`config.mk`:
```
export PLATFORM = sky130hd
export DESIGN_NAME = mtbd_mul_unit
export DESIGN_NICKNAME = d
export VERILOG_FILES = /design/src/mt19937_bounded_draw_defines.svh /design/src/mtbd_pkg.sv /design/src/mtbd_mul_unit.sv
export SDC_FILE = /design/constraint.sdc
export NUM_CORES = 1
export LEC_CHECK = 0
export ABC_CLOCK_PERIOD_IN_PS = 10600
export BUFFER_PORTS_ARGS = -buffer_cell sky130_fd_sc_hd__buf_2
export CAP_MARGIN = 20
export CORE_ASPECT_RATIO = 1.25
export CORE_MARGIN = 1
export CORE_UTILIZATION = 40
export CTS_CLUSTER_SIZE = 24
export DETAILED_ROUTE_END_ITERATION = 8
export GPL_ROUTABILITY_DRIVEN = 0
export PLACE_DENSITY = 0.59
export SLEW_MARGIN = 5
export SYNTH_ARGS = -nofsm -noshare
export SYNTH_HDL_FRONTEND = slang
export SYNTH_SLANG_ARGS = --single-unit
```
`constraint.sdc`:
```
create_clock -name clock -period 10.6 [get_ports clock]
set_input_delay 1.59 -clock clock [delete_from_list [all_inputs] [get_ports clock]]
set_output_delay 1.59 -clock clock [all_outputs]
set_load 0.02 [all_outputs]
```
`src/mt19937_bounded_draw_defines.svh`:
```
// Assertion macros for the file that carries concurrent checks.
// Each macro expects the module to have a clock named clock and a reset named reset.
`ifndef MT19937_BOUNDED_DRAW_DEFINES_SVH
`define MT19937_BOUNDED_DRAW_DEFINES_SVH

// Consequent must hold in the same cycle as the antecedent.
`define MTBD_ASSERT_SAME(label, ante, cons, msg) \
   label: assert property (@(posedge clock) disable iff (reset) (ante) |-> (cons)) \
      else $error(msg);

// Consequent must hold in the cycle after the antecedent.
`define MTBD_ASSERT_NEXT(label, ante, cons, msg) \
   label: assert property (@(posedge clock) disable iff (reset) (ante) |=> (cons)) \
      else $error(msg);

`endif

```
`src/mtbd_pkg.sv`:
```
`timescale 1ns / 1ps
package mtbd_pkg;

   localparam int MT_N = 624;
   localparam int MT_M = 397;
   localparam int MT_NM = 227;
   localparam int IDX_W = 10;

   localparam logic [31:0] SEED_MULT = 32'd1812433253;
   localparam logic [31:0] ARRAY_INIT_SEED = 32'd19650218;
   localparam logic [31:0] KEY_MULT = 32'd1664525;
   localparam logic [31:0] MIX_MULT = 32'd1566083941;
   localparam logic [31:0] MATRIX_A = 32'h9908b0df;
   localparam logic [31:0] TEMPER_B = 32'h9d2c5680;
   localparam logic [31:0] TEMPER_C = 32'hefc60000;
   localparam logic [31:0] UPPER_MASK = 32'h80000000;
   localparam logic [31:0] LOWER_MASK = 32'h7fffffff;

   localparam logic FUNC_RESTART = 1'b0;
   localparam logic FUNC_DRAW = 1'b1;
   localparam logic SEED_SINGLE = 1'b0;
   localparam logic SEED_ARRAY = 1'b1;
   localparam logic STATUS_OK = 1'b0;
   localparam logic STATUS_UNSEEDED = 1'b1;
   localparam logic REG_SEED_VALUE = 1'b0;
   localparam logic REG_SEED_MODE = 1'b1;

   typedef struct packed {
      logic        func;
      logic [31:0] limit;
   } req_data_type;

   typedef struct packed {
      logic [31:0] value;
      logic        status;
   } rsp_data_type;

   typedef enum logic [1:0] {
      COEF_SEED = 2'd0,
      COEF_KEY  = 2'd1,
      COEF_MIX  = 2'd2
   } coef_sel_type;

   typedef struct packed {
      logic         load;
      coef_sel_type sel;
      logic [31:0]  word;
   } mul_req_type;

   typedef struct packed {
      logic             en;
      logic [IDX_W-1:0] addr;
      logic [31:0]      data;
   } ram_wr_type;

   function automatic logic [31:0] twist_word(input logic [31:0] a, input logic [31:0] b,
                                              input logic [31:0] far);
      logic [31:0] y;
      y = (a & UPPER_MASK) | (b & LOWER_MASK);
      return far ^ (y >> 1) ^ (y[0] ? MATRIX_A : 32'd0);
   endfunction

   function automatic logic [31:0] temper(input logic [31:0] w);
      logic [31:0] y;
      y = w;
      y = y ^ (y >> 11);
      y = y ^ ((y << 7) & TEMPER_B);
      y = y ^ ((y << 15) & TEMPER_C);
      y = y ^ (y >> 18);
      return y;
   endfunction

   function automatic logic [31:0] cover_mask(input logic [31:0] limit);
      logic [31:0] m;
      m = limit;
      m = m | (m >> 1);
      m = m | (m >> 2);
      m = m | (m >> 4);
      m = m | (m >> 8);
      m = m | (m >> 16);
      return m;
   endfunction

endpackage

```
`src/mtbd_mul_unit.sv`:
```
`timescale 1ns / 1ps
module mtbd_mul_unit
   import mtbd_pkg::*;
(
   input  logic        clock,
   input  mul_req_type req,
   output logic [31:0] product
);

   logic [31:0] coef;
   logic [31:0] folded;
   logic [31:0] prod_in;
   logic [31:0] prod_ff;

   always_comb begin
      case (req.sel)
         COEF_SEED: coef = SEED_MULT;
         COEF_KEY:  coef = KEY_MULT;
         COEF_MIX:  coef = MIX_MULT;
         default:   coef = SEED_MULT;
      endcase
   end

   // Every seeding recurrence multiplies p ^ (p >> 30) by a constant, modulo 2^32.
   assign folded = req.word ^ (req.word >> 30);
   assign prod_in = folded * coef;

   always_ff @(posedge clock) begin
      if (req.load) begin
         prod_ff <= prod_in;
      end
   end

   assign product = prod_ff;

endmodule

```
==> results.json <==
{
  "synthCells": 1301,
  "syn-num-nets": 1829,
  "syn_to_final_growth_pct": 7.17,
  "diodes": 0,
  "end_kind": "register",
  "cts_root_buffer": "clkbuf_16",
  "largest_reg_flops": 32,
  "startpoint_type": "primary input",
  "clk_pin_slew_worst_paths_ns": 0.06,
  "min_period_ns": 9.11,
  "io_buffers": 67,
  "ctsHoldBuffers": 0,
  "ant_nets": 0,
  "numCtsBuffers": 5,
  "via_count": 8698,
  "track_usage_pct": 21.9,
  "antenna_found_initial": 0,
  "synth-edff-count": 32,
  "run_status": "finished clean",
  "whs_ns": 1.86,
  "syn_area_um2": 13100,
  "hpwl_mm": 31.5,
  "hold_path.class": "primary input to register",
  "async_flop_share_pct": 0,
  "grt_max_degree": 33,
  "setup_viol": 0,
  "clk_path_buf_depth": 2,
  "tightest_slew_ns": 0.820,
  "drc": 0,
  "tns_ns": 0,
  "post_cts_resize_count": 0,
  "layout-drive-gt1-share_pct": 6.54,
  "post_cts_buffers": 0,
  "pin_count": 68,
  "htreeDepth": 2,
  "firstDrtPassIters": 6,
  "grt_pass1_vias": 9796,
  "initial_core_util_pct": 41.0,
  "grt-ovfl-total": 0,
  "nNetsFinal": 1888,
  "synth.ff_latch_count": 32,
  "fmax_mhz": 110,
  "crit_required_ns": 10.66,
  "core_um2": 32100,
  "synth-seq-area-share_pct": 7.31,
  "worst-setup-path-type": "primary input to register",
  "die_area_um2": 33600,
  "grt_pass1_wl_mm": 53.8,
  "viasPerCell": 4.91,
  "wl_mm": 34.4,
  "rsz0062_at_grt": "false",
  "final_hold_viol_count": 0,
  "ys_warn_count": 0,
  "final.period_utilization_pct": 85.9,
  "slew_headroom_pct": 44.9,
  "dr.first_iter.drc_count": 362,
  "slew_violations": 0,
  "clkSinkCount": 32,
  "cp.arrival_ns": 9.17,
  "synth.distinct_cells": 48,
  "avgSynthCellArea_um2": 10.1,
  "cts_tree": "done",
  "wl_per_cell_um": 19.4,
  "rows": 73,
  "drv_cap": 0,
  "synthFlopType": "edfxtp_1",
  "die_h_um": 205,
  "crit_fanout": 19,
  "die_w_um": 164
}
worst paths after layout:
check | startpoint | endpoint | slack [ns] | cells past startpoint
min | req[2] | product[2] | 1.86 | 2
max | req[33] | product[31] | 1.49 | 24
area by class of cell:
class / instances / area, µm²
fill: 3107 / 18000
multi-input combinational: 868 / 10700
inverter: 382 / 1440
sequential: 32 / 961
tap: 412 / 515
timing repair buffer: 71 / 365
clock buffer: 5 / 125
clock inverter: 3 / 13.8
Yosys cell counts, types with 3 or more instances:
cell / instances / area share, %
inv_1: 379 / 11
fa_1: 276 / 42
ha_1: 216 / 21
xnor2_1: 63 / 4.2
nand2_1: 57 / 1.6
nor2_1: 55 / 1.6
and2_1: 34 / 1.6
edfxtp_1: 32 / 7.3
nor2b_1: 26 / 1.2
a21oi_1: 21 / 0.80
clkbuf_1: 14 / 0.40
o21ai_0: 14 / 0.53
xor2_1: 12 / 0.80
nand2b_1: 11 / 0.52
a21o_1: 10 / 0.57
nor3_1: 8 / 0.30
nand3_1: 7 / 0.27
a211oi_1: 6 / 0.34
o21bai_1: 6 / 0.34
xnor3_1: 6 / 1.0
o21a_1: 4 / 0.23
or3_1: 4 / 0.19
a31oi_1: 3 / 0.14
and3_1: 3 / 0.14
kinds of logic (layout without fill, tap and decap cells):
kind of cell               Yosys count  after routing  share of synthesized area [%]
AOI/OAI and AO/OA                   77             77                           3.80
xor gates and xnor gates            84             84                           6.60
adders and majority gates          492            492                           62.6
buffers and inverters              401            461                           11.5
DFF                                 32             32                           7.31
muxes                                1              1                         0.0762
and+or+nand+nor                    214            214                           8.10
layer usage:
| metal | vias to the layer above | global-route usage (%) | routed length [µm] |
|---|---|---|---|
| met5 | - | 0 | 0 |
| met2 | 208 | 39.3 | 18100 |
| met1 | 4377 | 25.3 | 13200 |
| met4 | 0 | 12.4 | 2030 |
| li1 | 4034 | - | - |
| met3 | 79 | 2.02 | 1050 |
layout by cell type, fill, tap and decap left out, drive strengths merged, types with 5 or more instances in the layout:
cell / synthesis / final
a211oi: 6 / 6
a21o: 10 / 10
a21oi: 21 / 21
and2: 34 / 34
buf: 5 / 71
clkbuf: 14 / 5
edfxtp: 32 / 32
fa: 276 / 276
ha: 216 / 216
inv: 382 / 382
nand2: 57 / 57
nand2b: 12 / 12
nand3: 7 / 7
nor2: 56 / 56
nor2b: 26 / 26
nor3: 8 / 8
o21ai: 14 / 14
o21bai: 6 / 6
xnor2: 64 / 64
xnor3: 6 / 6
xor2: 12 / 12
worst max-delay path, stage by stage:
cell and delay (ns):
buf_2 0.12, inv_1 0.07, ha_1 0.56, buf_4 0.36, and2_1 0.34, fa_1 0.50, fa_1 0.56, fa_1 0.47
fa_1 0.52, inv_1 0.05, fa_1 0.54, inv_1 0.05, fa_1 0.35, inv_1 0.08, fa_1 0.44, fa_1 0.38
xor2_1 0.16, xnor2_1 0.20, xnor3_1 0.45, xnor3_1 0.25, xnor3_1 0.36, or3_1 0.36, o31ai_1 0.18, and4b_1 0.21
metrics by stage:
stage                     worst slack, ns  cells  instance area, µm²  util [%]
after floorplan                      1.77   1301               13100         -
after detailed placement             1.22   1765               13900      43.5
final                                1.49   1773               14100      43.9
after global placement               1.25   1765               13900      43.5
after CTS                            1.47   1773               14100      43.9
after global routing                 1.22   1773               14100      43.9
Power is left out: the tool's default activity adds up to more than one toggle a clock period on the data nets, which glitch-free logic cannot reach.
